$ cat src/rtl/core/cvb_pkg.sv
// cvb_pkg: shared constants and types for the compound voltage block.
// Holds limit widths, reset limits, config register indexes and the limits struct.
// No dependencies.
package cvb_pkg;

  // Sample width default (phasor parts, LSB 1/64 V)
  localparam int DEF_SAMPLE_WIDTH = 16;

  // Limit registers: 15-bit unsigned, kept squared
  localparam int LIMIT_WIDTH = 15;
  localparam int LIM2_WIDTH  = 2 * LIMIT_WIDTH;

  // Config port
  localparam int CFG_IDX_WIDTH = 2;
  localparam logic [CFG_IDX_WIDTH-1:0] IDX_UNDER_VOLTAGE = 2'd0;
  localparam logic [CFG_IDX_WIDTH-1:0] IDX_ZERO_SEQ      = 2'd1;
  localparam logic [CFG_IDX_WIDTH-1:0] IDX_NEG_SEQ       = 2'd2;

  // Reset limits: 0.7, 0.06 and 0.04 of 220 V at 1/64 V
  localparam logic [LIMIT_WIDTH-1:0] RST_UNDER_VOLTAGE = 15'd9856;
  localparam logic [LIMIT_WIDTH-1:0] RST_ZERO_SEQ      = 15'd845;
  localparam logic [LIMIT_WIDTH-1:0] RST_NEG_SEQ       = 15'd563;

  localparam logic [LIM2_WIDTH-1:0] RST_UNDER_VOLTAGE2 =
    LIM2_WIDTH'(RST_UNDER_VOLTAGE) * LIM2_WIDTH'(RST_UNDER_VOLTAGE);
  localparam logic [LIM2_WIDTH-1:0] RST_ZERO_SEQ2 =
    LIM2_WIDTH'(RST_ZERO_SEQ) * LIM2_WIDTH'(RST_ZERO_SEQ);
  localparam logic [LIM2_WIDTH-1:0] RST_NEG_SEQ2 =
    LIM2_WIDTH'(RST_NEG_SEQ) * LIM2_WIDTH'(RST_NEG_SEQ);

  // sqrt(3)/2 in Q16 and the round-half-up offset
  localparam logic [16:0] HALF_SQRT3_Q16 = 17'd56756;
  localparam int          ROUND_HALF_Q16 = 32768;

  // Squared limits handed to the detector
  typedef struct packed {
    logic [LIM2_WIDTH-1:0] uv2;
    logic [LIM2_WIDTH-1:0] zs2;
    logic [LIM2_WIDTH-1:0] ns2;
  } cvb_lim_t;

endpackage

$ cat src/rtl/core/cvb_limits.sv
// cvb_limits: configuration registers, stored as squared limits.
// Depends on cvb_pkg.
module cvb_limits (
  input  logic                                   clk_i,
  input  logic                                   rst_ni,
  input  logic                                   cfg_we_i,
  input  logic [cvb_pkg::CFG_IDX_WIDTH-1:0]      cfg_idx_i,
  input  logic [cvb_pkg::LIMIT_WIDTH-1:0]        cfg_wdata_i,
  output cvb_pkg::cvb_lim_t                      lim_o
);

  cvb_pkg::cvb_lim_t             lim_q, lim_d;
  logic [cvb_pkg::LIM2_WIDTH-1:0] sq_wdata;

  // Square the written limit once, at write time
  assign sq_wdata = cvb_pkg::LIM2_WIDTH'(cfg_wdata_i) * cvb_pkg::LIM2_WIDTH'(cfg_wdata_i);

  always_comb begin
    lim_d = lim_q;
    if (cfg_we_i) begin
      unique case (cfg_idx_i)
        cvb_pkg::IDX_UNDER_VOLTAGE: lim_d.uv2 = sq_wdata;
        cvb_pkg::IDX_ZERO_SEQ:      lim_d.zs2 = sq_wdata;
        cvb_pkg::IDX_NEG_SEQ:       lim_d.ns2 = sq_wdata;
        default:                    lim_d = lim_q;
      endcase
    end
  end

  always_ff @(posedge clk_i or negedge rst_ni) begin
    if (!rst_ni) begin
      lim_q.uv2 <= cvb_pkg::RST_UNDER_VOLTAGE2;
      lim_q.zs2 <= cvb_pkg::RST_ZERO_SEQ2;
      lim_q.ns2 <= cvb_pkg::RST_NEG_SEQ2;
    end else begin
      lim_q <= lim_d;
    end
  end

  assign lim_o = lim_q;

  a_uv_write: assert property (@(posedge clk_i) disable iff (!rst_ni)
    cfg_we_i && cfg_idx_i == cvb_pkg::IDX_UNDER_VOLTAGE |=> lim_q.uv2 == $past(sq_wdata))
    else $error("under-voltage limit not stored squared");
  a_ns_write: assert property (@(posedge clk_i) disable iff (!rst_ni)
    cfg_we_i && cfg_idx_i == cvb_pkg::IDX_NEG_SEQ |=> lim_q.ns2 == $past(sq_wdata)
      && $stable(lim_q.uv2) && $stable(lim_q.zs2))
    else $error("neg-seq write disturbed another limit");
  a_no_write: assert property (@(posedge clk_i) disable iff (!rst_ni)
    !cfg_we_i |=> $stable(lim_q))
    else $error("limits changed without a write");

endmodule

$ cat config.mk
export PLATFORM = sky130hd
export DESIGN_NAME = cvb_limits
export DESIGN_NICKNAME = d
export VERILOG_FILES = /design/src/rtl/core/cvb_pkg.sv /design/src/rtl/core/cvb_limits.sv
export SDC_FILE = /design/constraint.sdc
export NUM_CORES = 1
export LEC_CHECK = 0
export ABC_AREA = 1
export BUFFER_PORTS_ARGS = -buffer_cell sky130_fd_sc_hd__buf_2
export CAP_MARGIN = 20
export CORE_MARGIN = 3
export CORE_UTILIZATION = 45
export DETAILED_ROUTE_END_ITERATION = 10
export MAX_ROUTING_LAYER = met4
export SYNTH_ARGS = -nofsm -noshare
export SYNTH_HDL_FRONTEND = slang
export SYNTH_SLANG_ARGS = --single-unit
$ cat constraint.sdc
create_clock -name clk_i -period 0.8 [get_ports clk_i]
set_input_delay 0 -clock clk_i [delete_from_list [all_inputs] [get_ports clk_i]]
set_output_delay 0 -clock clk_i [all_outputs]
set_load 0.01 [all_outputs]
Word-level counts from Yosys, hierarchy flattened. Cells that the tools add are included.

Word-level logic and storage cells: 10. Bits in read-only memories: 0. RAM bits: 0. Latch bits: 0. Memories: 0. Flip-flop bits (word level): 90. Bits of input ports: 20. Output and inout port bits: 90.

Add/sub/neg operators: 0. Bitwise logic cells: 0. Mux-type cells: 0. Equal/unequal tests: 2. Reduce and logical (&&, ||, !) cells: 4. Shift-type cells: 0. Div/mod/pow operators: 0. $mul: 1. Magnitude comparators: 0.

Operator list (number): 15-bit by 15-bit multiplier with 30-bit output (1); 2-bit AND reduction (3); 2-bit by 1-bit == test with 1-bit output, second input constant (1); 2-bit == test, second input constant (1); 2-bit logical NOT (1).

Depth between registers and ports, before layout.
Depth in word-level cells: 2. Gate-level depth with buffers: 28. Depth with buffers taken out: 26.

Least setup slack after synthesis. Ideal clock, no wire load.

Path kind: input port to flip-flop. From: in cfg_wdata_i[12] (netlist name). To: reg lim_q (netlist bit lim_o[24]). Arrival time: 4.869 ns. Data required time: 0.682 ns. Stages on the path: 22. Setup time: 0.118 ns. Path slack: -4.186 ns. Buffers on the path: 2. Path through: clkbuf_1 -> clkbuf_1 -> nand2_1 -> fa_1 -> fa_1 -> inv_1 -> fa_1 -> fa_1 -> fa_1 -> inv_1 -> fa_1 -> inv_1 -> ha_1 -> nand2_1 -> nor2_2 -> nand2_1 -> nor2_1 -> nand2_1 -> nand3_1 -> nand2_1 -> nand3_1 -> nand2_1.

Word-level cells in the longest chain between the ends: 1.

RTL lines: start: declaration (line cvb_limits.sv:8) `input logic [cvb_pkg::LIMIT_WIDTH-1:0] cfg_wdata_i,`; 15-bit by 15-bit multiplier with 30-bit output (line cvb_limits.sv:16) `assign sq_wdata = cvb_pkg::LIM2_WIDTH'(cfg_wdata_i) * cvb_pkg::LIM2_WIDTH'(cfg_wdata_i);`; end signal: assignment (line cvb_limits.sv:36) `lim_q <= lim_d;`; end: declaration (line cvb_limits.sv:12) `cvb_pkg::cvb_lim_t lim_q, lim_d;`.

Every way passes these cells. A chain may end at the register's enable or synchronous reset.

Worst setup path after layout.
From: in cfg_wdata_i[7] (netlist name). To: reg lim_q (netlist bit lim_o[41]).

The elaborated chain is that of the path after synthesis.

==> results_dict.tcl <==
set metrics [dict create \
    status "finished with violations" \
    violations "setup timing" \
    rsz0062_at_grt "true" \
    yosys_warnings 0 \
    drive_gt1_share_pct 42.9 \
    core_area_um2 22200 \
    ys_seq_area_share_pct 21.4 \
    antenna_found_initial 0 \
    cp.arrival_ns 4.71 \
    setup_viol 170 \
    antennaDiodeCount 0 \
    cts_tree "built" \
    fin_area_um2 15200 \
    hold_violations 0 \
    grt_max_degree 46 \
    vias 9125 \
    reg2reg_to "lim_o[4]$_DFFE_PN0P_" \
    fillers 1765 \
    synthFlopType "dfrtp_1" \
    grt_pass1_wl_mm 45.3 \
    synth_top_area_share_pct 26.2 \
    pre_cts_slack_ns -4.17 \
    max-cap-violations 0 \
    syn_area_per_cell_um2 7.79 \
    rr_startpoint "lim_o[4]$_DFFE_PN0P_" \
    firstDrtPassIters 5 \
    wl_per_cell_um 14.7 \
    period_share_pct 560 \
    endpoint_kind "flop" \
    cp_slowest_cell "fa_1" \
    nets 1861 \
    cp.required_ns 1.03 \
    async_reset_ff_share_pct 100 \
    grt_busiest_layer "met2" \
    clock-root-buffer "clkbuf_16" \
    cts_max_path_buffers 2 \
    cts_buffers 9 \
    worstPathCellList "buf_12, nand2_4, inv_2, fa_1, inv_2, fa_1, inv_2, fa_1, inv_1, fa_1, inv_1, fa_1, inv_1, fa_1, inv_2, ha_4, nand2_4, nor2_4, nand3_2, nand2_4, buf_6, xnor2_2, buf_4, o21ai_2" \
    dr.first_iter.drc_count 368 \
    post-synth-top-count-cell "nand2_1" \
    crit_type "primary input to flop" \
    grtUsageTotal_pct 23.3 \
    wirelength_mm 28.0 \
    critPathMaxStageDelay_ns 0.55 \
    r2r_slack_ns -0.07 \
    synthCells 1324 \
    fp.dieH_um 157 \
    synth_common_cells "nand2_1, inv_1, fa_1" \
    syn_to_final_growth_pct 47.5 \
    use_met3_pct 3.00 \
    fin_ws_ns -3.68 \
    finalMaxSlewViolations 0 \
    skew_ns 0 \
    initial_core_util_pct 46.5 \
    path_common_cell "fa_1" \
    period_needed_ns 4.48 \
    clock_sinks 87 \
    grt_use_met1_pct 28.5 \
    die_x_um 157 \
    ant_nets 0 \
    grt.overflow.total 0 \
    crit_family "adder cells" \
    yosysTopAreaCell "fa_1" \
    hold_path.class "primary input to asynchronous set/reset pin" \
    grt_pass1_vias 9586 \
    clk_latency_ns 0.34 \
    reg2reg_depth 4 \
    met2_usage_pct 42.5 \
    crit_buf_inv 10 \
    start_kind "primary input" \
    portBuffers 106 \
    synth_area_leaders "fa_1, nand2_1, dfrtp_1" \
    io_pins 110 \
    cp_max_fo 7 \
    routed_via_density 4.81 \
    yosysUniqueCellTypes 33 \
    clk_transition_reported_paths_ns 0.07 \
    place_area_um2 12700 \
    largest_reg_flops 87 \
    max_clock_freq_ghz 0.223 \
    fp-row-count 54 \
    ys_ff_latch 87 \
    synth_area_um2 10300 \
    die_area_um2 24800 \
    drc 0 \
    gp_congestion 0.870 \
    place_hpwl_mm 21.5 \
    htree_num_levels 3 \
    synth_edf_count 0 \
]
layer usage:
metal / wire [um] / up-vias
li1: - / 4453
met1: 11700 / 4496
met2: 15200 / 143
met3: 776 / 33
met4: 310 / 0
met5: 0 / -
worst max path at each step:
stage	to	depth (start not counted)	start
CTS	lim_o[79]$_DFFE_PN1P_	25	cfg_wdata_i[3]
global route	lim_o[57]$_DFFE_PN0P_	23	cfg_wdata_i[4]
finish	lim_o[41]$_DFFE_PN0P_	24	cfg_wdata_i[7]
global placement	lim_o[29]$_DFFE_PN0P_	21	cfg_wdata_i[5]
detailed placement	lim_o[59]$_DFFE_PN0P_	20	cfg_wdata_i[9]
floorplan	lim_o[29]$_DFFE_PN0P_	24	cfg_wdata_i[0]
placed cells by master, fill, tap and decap left out, drive strengths merged, types with 5 or more instances in the layout:
cell,instances
a21oi,14
buf,311
clkbuf,12
dfrtp,61
dfstp,26
fa,135
ha,93
inv,330
nand2,439
nand3,70
nand3b,6
nand4,8
nor2,37
nor3,5
o21ai,28
o21bai,6
xnor2,9
xor2,13
metrics by stage:
stage	util, %	TNS [ns]	std cells	hold WS, ns
global placement	57.2	-298.47	1824	-0.148
detailed placement	57.2	-301.47	1824	-0.148
floorplan	-	-266.22	1326	-0.296
finish	68.6	-267.65	1898	0.0362
global route	68.6	-282.29	1898	0.0413
CTS	64.3	-266.58	1871	0.0311
area by class of cell:
cell class | instances | area (um^2) | area share [%]
Sequential cell | 87 | 2210 | 14.5
Multi-Input combinational cell | 872 | 8350 | 54.9
Inverter | 329 | 1240 | 8.17
Timing Repair Buffer | 314 | 2750 | 18.1
Tap cell | 280 | 350 | 2.30
Clock buffer | 10 | 239 | 1.57
Clock inverter | 6 | 67.6 | 0.444
kinds of logic (layout without fill, tap and decap cells):
family,after synthesis,after routing,share of synthesized area (%)
buffers and inverters,367,659,13.6
AO/OA/AOI/OAI,50,50,2.62
XOR/XNOR,22,22,2.01
flip-flops,87,87,21.4
other,1,3,0.0364
adder cells (fa/ha/maj),228,228,37.5
AND/OR/NAND/NOR,569,569,22.8
repair_timing:
action	in CTS	in global routing
hold buffers	1	0
resized for setup	263	186
gates cloned	0	2
buffers inserted	33	28
hold endpoints to repair	77	0
endpoints found under the setup margin	165	169
pin swaps	108	112
Power is not shown: default switching activity piles up to over one toggle a cycle in this logic, so the estimate is an artifact.
