**config.mk**
```make
export PLATFORM = sky130hd
export DESIGN_NAME = cvb_detect
export DESIGN_NICKNAME = d
export VERILOG_FILES = /design/src/rtl/core/cvb_pkg.sv /design/src/rtl/core/cvb_detect.sv
export SDC_FILE = /design/constraint.sdc
export NUM_CORES = 2
export LEC_CHECK = 0
export ABC_AREA = 1
export ABC_CLOCK_PERIOD_IN_PS = 5300
export BUFFER_PORTS_ARGS = -buffer_cell sky130_fd_sc_hd__buf_4
export CAP_MARGIN = 20
export CELL_PAD_IN_SITES_DETAIL_PLACEMENT = 0
export CELL_PAD_IN_SITES_GLOBAL_PLACEMENT = 2
export CORE_MARGIN = 2
export CORE_UTILIZATION = 42
export CTS_CLUSTER_DIAMETER = 150
export CTS_CLUSTER_SIZE = 14
export DETAILED_ROUTE_END_ITERATION = 8
export PLACE_DENSITY_LB_ADDON = 0.12
export SLEW_MARGIN = 10
export SYNTH_ARGS = -nofsm -noshare
export SYNTH_HDL_FRONTEND = slang
export SYNTH_SLANG_ARGS = --single-unit
export TNS_END_PERCENT = 1
```
**constraint.sdc**
```tcl
create_clock -name clk_i -period 5.3 [get_ports clk_i]
set_input_delay 0.53 -clock clk_i [delete_from_list [all_inputs] [get_ports clk_i]]
set_output_delay 0.53 -clock clk_i [all_outputs]
set_load 0.05 [all_outputs]
```
**src/rtl/core/cvb_pkg.sv**
```systemverilog
// cvb_pkg: shared constants and types for the compound voltage block.
// Holds limit widths, reset limits, config register indexes and the limits struct.
// No dependencies.
package cvb_pkg;

  // Sample width default (phasor parts, LSB 1/64 V)
  localparam int DEF_SAMPLE_WIDTH = 16;

  // Limit registers: 15-bit unsigned, kept squared
  localparam int LIMIT_WIDTH = 15;
  localparam int LIM2_WIDTH  = 2 * LIMIT_WIDTH;

  // Config port
  localparam int CFG_IDX_WIDTH = 2;
  localparam logic [CFG_IDX_WIDTH-1:0] IDX_UNDER_VOLTAGE = 2'd0;
  localparam logic [CFG_IDX_WIDTH-1:0] IDX_ZERO_SEQ      = 2'd1;
  localparam logic [CFG_IDX_WIDTH-1:0] IDX_NEG_SEQ       = 2'd2;

  // Reset limits: 0.7, 0.06 and 0.04 of 220 V at 1/64 V
  localparam logic [LIMIT_WIDTH-1:0] RST_UNDER_VOLTAGE = 15'd9856;
  localparam logic [LIMIT_WIDTH-1:0] RST_ZERO_SEQ      = 15'd845;
  localparam logic [LIMIT_WIDTH-1:0] RST_NEG_SEQ       = 15'd563;

  localparam logic [LIM2_WIDTH-1:0] RST_UNDER_VOLTAGE2 =
    LIM2_WIDTH'(RST_UNDER_VOLTAGE) * LIM2_WIDTH'(RST_UNDER_VOLTAGE);
  localparam logic [LIM2_WIDTH-1:0] RST_ZERO_SEQ2 =
    LIM2_WIDTH'(RST_ZERO_SEQ) * LIM2_WIDTH'(RST_ZERO_SEQ);
  localparam logic [LIM2_WIDTH-1:0] RST_NEG_SEQ2 =
    LIM2_WIDTH'(RST_NEG_SEQ) * LIM2_WIDTH'(RST_NEG_SEQ);

  // sqrt(3)/2 in Q16 and the round-half-up offset
  localparam logic [16:0] HALF_SQRT3_Q16 = 17'd56756;
  localparam int          ROUND_HALF_Q16 = 32768;

  // Squared limits handed to the detector
  typedef struct packed {
    logic [LIM2_WIDTH-1:0] uv2;
    logic [LIM2_WIDTH-1:0] zs2;
    logic [LIM2_WIDTH-1:0] ns2;
  } cvb_lim_t;

endpackage

```
**src/rtl/core/cvb_detect.sv**
```systemverilog
// cvb_detect: two-stage compare: phase and zero-seq checks with neg-seq
// squares, then neg-seq check and output register. Depends on cvb_pkg.
module cvb_detect #(
  parameter int SAMPLE_WIDTH = cvb_pkg::DEF_SAMPLE_WIDTH
) (
  input  logic                            clk_i,
  input  logic                            rst_ni,
  input  cvb_pkg::cvb_lim_t               lim_i,
  input  logic                            up_valid_i,
  output logic                            up_ready_o,
  input  logic [2*SAMPLE_WIDTH:0]         mag_a_i,
  input  logic [2*SAMPLE_WIDTH:0]         mag_b_i,
  input  logic [2*SAMPLE_WIDTH:0]         mag_c_i,
  input  logic [2*SAMPLE_WIDTH+4:0]       mag_z_i,
  input  logic signed [SAMPLE_WIDTH+3:0]  re_i,
  input  logic signed [SAMPLE_WIDTH+3:0]  im_i,
  output logic                            out_valid_o,
  input  logic                            out_ready_i,
  output logic                            voltage_normal_o,
  output logic                            phase_low_o,
  output logic                            zero_seq_high_o,
  output logic                            neg_seq_high_o
);

  localparam int RW  = SAMPLE_WIDTH + 4;
  localparam int QW  = 2 * RW;
  localparam int NW  = QW + 1;
  localparam int CW  = (NW > cvb_pkg::LIM2_WIDTH) ? NW : cvb_pkg::LIM2_WIDTH;

  logic v4_q, v5_q, rdy4, rdy5;

  logic                 s4_low_q, s4_zhigh_q, s4_low_d, s4_zhigh_d;
  logic signed [QW-1:0] s4_re2_q, s4_im2_q, s4_re2_d, s4_im2_d;

  logic          s5_low_q, s5_zhigh_q, s5_nhigh_q, s5_normal_q;
  logic          s5_nhigh_d;
  logic [NW-1:0] mag_n;

  assign rdy5       = !v5_q || out_ready_i;
  assign rdy4       = !v4_q || rdy5;
  assign up_ready_o = rdy4;

  always_ff @(posedge clk_i or negedge rst_ni) begin
    if (!rst_ni) begin
      v4_q <= 1'b0;
      v5_q <= 1'b0;
    end else begin
      if (rdy4) v4_q <= up_valid_i;
      if (rdy5) v5_q <= v4_q;
    end
  end

  // Stage 4: phase and zero-seq compares, neg-seq squares
  always_comb begin
    s4_low_d   = (CW'(mag_a_i) <= CW'(lim_i.uv2)) || (CW'(mag_b_i) <= CW'(lim_i.uv2))
              || (CW'(mag_c_i) <= CW'(lim_i.uv2));
    s4_zhigh_d = CW'(mag_z_i) >= CW'(lim_i.zs2);
    s4_re2_d   = QW'(re_i) * QW'(re_i);
    s4_im2_d   = QW'(im_i) * QW'(im_i);
  end

  always_ff @(posedge clk_i) begin
    if (rdy4 && up_valid_i) begin
      s4_low_q   <= s4_low_d;
      s4_zhigh_q <= s4_zhigh_d;
      s4_re2_q   <= s4_re2_d;
      s4_im2_q   <= s4_im2_d;
    end
  end

  // Stage 5: neg-seq magnitude compare and result register
  assign mag_n      = NW'($unsigned(s4_re2_q)) + NW'($unsigned(s4_im2_q));
  assign s5_nhigh_d = CW'(mag_n) >= CW'(lim_i.ns2);

  always_ff @(posedge clk_i) begin
    if (rdy5 && v4_q) begin
      s5_low_q    <= s4_low_q;
      s5_zhigh_q  <= s4_zhigh_q;
      s5_nhigh_q  <= s5_nhigh_d;
      s5_normal_q <= !(s4_low_q || s4_zhigh_q || s5_nhigh_d);
    end
  end

  assign out_valid_o      = v5_q;
  assign voltage_normal_o = s5_normal_q;
  assign phase_low_o      = s5_low_q;
  assign zero_seq_high_o  = s5_zhigh_q;
  assign neg_seq_high_o   = s5_nhigh_q;

  a_take: assert property (@(posedge clk_i) disable iff (!rst_ni)
    up_valid_i && rdy4 |=> v4_q)
    else $error("transaction missing in stage 4");
  a_hold4: assert property (@(posedge clk_i) disable iff (!rst_ni)
    v4_q && !rdy5 |=> v4_q && $stable(s4_re2_q))
    else $error("stage 4 lost data under stall");
  a_normal: assert property (@(posedge clk_i) disable iff (!rst_ni)
    out_valid_o |-> voltage_normal_o == !(phase_low_o || zero_seq_high_o || neg_seq_high_o))
    else $error("voltage_normal disagrees with cause bits");

endmodule

```
# == Word level (Yosys, flattened, before mapping) ==
# Cells that the tools add are included.
# Widths: inputs -> output; s select.
# totals
out_inout_bits,6
input_bits,270
word_cells,29
reg_bits,88
# classes
reduce_logical,11
n_lt_le_gt_ge,5
multipliers,2
addsub,1
# ops
op,count
$le 33x30->1,3
$mul 20x20->40,2
$add 40x40->41,1
$ge 41x30->1,1
$ge 37x30->1,1
$logic_or 1x1->1,6
$logic_not 1->1,3
$logic_and 1x1->1,2

# == Depth between registers and ports, before layout ==
# depth
ltp_word,4
mapped_depth,30
mapped_depth_nobuf,28

# == Worst setup path before layout ==
# Ideal clock, no wire load.
# synth_timing
path_type,input-to-reg
from,in re_i[19]
to,reg s4_re2_q[37] (data pin)
required_time_ns,5.026
t_arrival_ns,6.481
path_slack_ns,-1.455
path_stages,21
setup_time_ns,0.274
path_buffers,2
cell_sequence,clkbuf_1 > clkbuf_1 > nand2_1 > fa_1 > fa_1 > inv_1 > fa_1 > inv_1 > fa_1 > inv_1 > fa_1 > inv_1 > fa_1 > fa_1 > inv_1 > ha_1 > nand2_1 > nor2_1 > nand4_1 > o41ai_1 > xor2_1
# synth_via
elab_chain_cells,1
# synth_rtl
item,line_no,source
start: declaration,cvb_detect.sv:15,"input logic signed [SAMPLE_WIDTH+3:0] re_i,"
$mul 20x20->40,cvb_detect.sv:58,s4_re2_d = QW'(re_i) * QW'(re_i);
via s4_re2_d[37],cvb_detect.sv:33,"logic signed [QW-1:0] s4_re2_q, s4_im2_q, s4_re2_d, s4_im2_d;"
end signal: assignment,cvb_detect.sv:66,s4_re2_q <= s4_re2_d;
end: declaration,cvb_detect.sv:33,
# The timed path passes the listed nets, and every way through them passes these cells.
# A chain may end at the register's enable or synchronous reset.

# == Final worst setup path ==
# layout_timing
from,in im_i[4]
to,reg s4_im2_q[39] (data pin)
# layout_via
elab_chain_cells,1
# layout_rtl
item,line_no,source
start: declaration,cvb_detect.sv:16,"input logic signed [SAMPLE_WIDTH+3:0] im_i,"
$mul 20x20->40,cvb_detect.sv:59,s4_im2_d = QW'(im_i) * QW'(im_i);
via s4_im2_d[39],cvb_detect.sv:33,
end signal: assignment,cvb_detect.sv:67,s4_im2_q <= s4_im2_d;
end: declaration,cvb_detect.sv:33,
# The timed path passes the listed nets, and every way through them passes these cells.

==> reports/metrics.csv <==
metric,value,unit
min-delay-start,up_valid_i,
cts-root-buf,clkbuf_16,
dp_hpwl,92400,um
finalCriticalPeriod,6100,ps
crit-reg2reg-launch,s4_re2_q[6]$_DFFE_PP_,
grt_start_max_net_pins,42,
use_met2,39.9,%
clk_path_buf_depth,2,
final.fill_count,8422,
grt_pass1_wl,167000,um
finalSetupViolations,57,
post_synth_num_cell_types,49,
clock_latency,370,ps
viasPerCell,4.65,
drive_above_1_share,22.8,%
cpMostUsedCell,fa_1,
final_cell_mix,"1,322 x inv_1, 832 x buf_4, 788 x nand2_1",
antenna_found_initial,1,
syn_avg_cell_area,8.29,um^2
r2r_setup_slack,1160,ps
violations,negative setup slack,
diodes,0,
syn-num-nets,5906,
maxCapViolations,0,
yosysSeqAreaShare,6.96,%
clock_sink_count,86,
die_width,301,um
antenna_left,0,
ys_warn_count,0,
setup_slack,-797,ps
slew_headroom,50.3,%
crit_chain,buf_12 -> buf_8 -> nand2_1 -> fa_2 -> fa_1 -> inv_1 -> fa_2 -> buf_6 -> buf_4 -> fa_1 -> inv_1 -> fa_1 -> fa_1 -> fa_1 -> inv_1 -> ha_1 -> nand2_1 -> buf_4 -> nor3_4 -> nand2_2 -> inv_1 -> a221oi_2 -> nand3_2 -> xor2_1,
hp-class,input pin to register,
ios,276,
required,5410,ps
worstPathArrival,6210,ps
slowest_stage,fa_2,
syn_area,37000,um^2
drv_slew,0,
portBuffers,275,
grt-ovfl-total,0,
ys_seq_elements,86,
final_common_cell,inv_1,
wire_per_inst,15.8,um
vias,29900,
place_congestion,0.895,
coreArea,87000,um^2
drt-total-wl,102000,um
cts_tree,built,
max_clock_freq,164,MHz
first_pass_iters,5,
cts_buffers,9,
netlist_instances,4457,
finalNetCount,6724,
clk_pin_slew,60,ps
htreeDepth,3,
finalCritPeriodShare,115,%
r2r_end,voltage_normal_o$_DFFE_PP_,
ff2ff_path_depth,24,
path_class,input pin to register,
cp_max_fo,7,
synthArstFlopShare,2.33,%
tightest_slew,746,ps
whs_endpoint,v4_q$_DFFE_PN0N_,
synth_edf_count,84,
cp-end-kind,register,
die_h,301,um
rows,108,
start_util,42.5,%
hold_viol,0,
clock_skew,8.02,ps
status,"complete, but fails checks",
slowest_delay,620,ps
whs_path_depth,3,
die_area,90400,um^2
syn_to_final_growth,26.6,%
ys.flop_type,edfxtp_1,
startpoint_type,input pin,
drt_iter0_markers,1484,
rsz0062_at_grt,true,
grt_util_met3,2.09,%
drc,0,
grt_usage,23.3,%
gr-max-usage-layer,met2,
grt_pass1_vias,32300,
met1_usage,33.0,%
place_inst,6408,
layout.cells.non_filler,6434,
==> Yosys cell counts (3+ instances only) <==
library cell	count	area [um^2]
o31ai_1	4	30.0
nand3b_1	8	60.1
nand3_2	5	50.1
a211oi_1	6	45.0
a21o_1	11	82.6
nor2_1	215	807
nand2_1	821	3080
o21bai_1	23	173
inv_2	3	11.3
a31o_2	5	43.8
or3_1	3	18.8
nand3_1	61	305
buf_1	8	30.0
ha_1	416	5200
a21oi_1	200	1000
edfxtp_1	84	2520
o211ai_1	8	60.1
or2_2	8	50.1
nand4_1	32	200
inv_1	1346	5050
o221ai_1	3	26.3
fa_1	763	15300
xnor2_1	62	543
clkbuf_1	77	289
nor2_2	9	56.3
o21ai_0	75	375
nand2_2	11	68.8
nor4_1	10	62.6
a2111oi_0	3	26.3
xor2_1	84	736
o21a_1	17	128
a31oi_1	12	75.1
o21ai_1	3	15.0
nor3_1	29	145
o2111ai_1	5	43.8
a21boi_0	4	30.0
a21oi_2	4	35.0
==> per-layer routing <==
metal / up-vias / routed length [um]
li1: 14800 / -
met1: 14500 / 47200
met2: 517 / 49400
met3: 62 / 4180
met4: 0 / 1120
met5: - / 0
==> cell families after synthesis <==
family | after synthesis | synth area share (%)
XOR/XNOR | 146 | 3.46
AO/OA/AOI/OAI | 391 | 6.13
buffers and inverters | 1435 | 14.6
adder cells (fa/ha/maj) | 1179 | 55.4
flip-flops | 86 | 6.96
AND/OR/NAND/NOR | 1220 | 13.5
==> registers in the layout (all words and copies together) (netlist names) <==
| name | cells |
|---|---|
| voltage_normal_o | 1 |
| zero_seq_high_o | 1 |
| phase_low_o | 1 |
| neg_seq_high_o | 1 |
| s4_im2_q | 39 |
| out_valid_o | 1 |
| s4_zhigh_q | 1 |
| s4_re2_q | 39 |
| v4_q | 1 |
| s4_low_q | 1 |
==> critical path, delay by kind of cell <==
family	cells	cell delay (ps)
adder cells (fa/ha/maj)	8	3860
buffers and inverters	9	890
AND/OR/NAND/NOR	5	460
AO/OA/AOI/OAI	1	280
XOR/XNOR	1	160
==> per-stage QoR <==
stage / TNS, ps / util, % / hold slack, ps / setup WS [ps] / area (um^2)
after floorplan: -35250 / - / 234 / -866 / 37600
after global placement: -64940 / 52.0 / 316 / -1460 / 45200
after detailed placement: -66560 / 52.0 / 316 / -1490 / 45200
after CTS: -29410 / 53.4 / 394 / -787 / 46400
after global routing: -42220 / 53.8 / 417 / -1010 / 46800
final: -28650 / 53.8 / 408 / -797 / 46800
==> cell type report <==
cell class	count	area, um^2	share of cell area (%)
inverters	1350	5080	10.9
clock buffers	9	225	0.481
multi-input cells	2936	30300	64.8
well taps	1155	1450	3.09
clock inverters	6	30.0	0.0642
repair buffers	892	7130	15.2
flip-flops and latches	86	2570	5.50
==> worst max path at each step <==
stage                     startpoint                      to  slack, ps  cells past startpoint
final                        im_i[4]  s4_im2_q[39]$_DFFE_PP_       -800                     24
after global placement      im_i[19]  s4_im2_q[39]$_DFFE_PP_      -1460                     24
after floorplan             re_i[19]  s4_re2_q[38]$_DFFE_PP_       -870                     25
after global routing        im_i[19]  s4_im2_q[38]$_DFFE_PP_      -1010                     26
after CTS                   re_i[19]  s4_re2_q[38]$_DFFE_PP_       -790                     24
after detailed placement    im_i[19]  s4_im2_q[39]$_DFFE_PP_      -1490                     24
==> what timing repair did <==
action                                 4_1_cts  5_1_grt
setup endpoints to repair                   60       61
hold buffers                                 1        0
gates resized for setup                    216       90
buffers inserted                            10        1
endpoints found under the hold margin        2        0
pin swaps                                   72       37
Power is not shown: default switching activity piles up to over one toggle a cycle in this logic, so the estimate is an artifact.
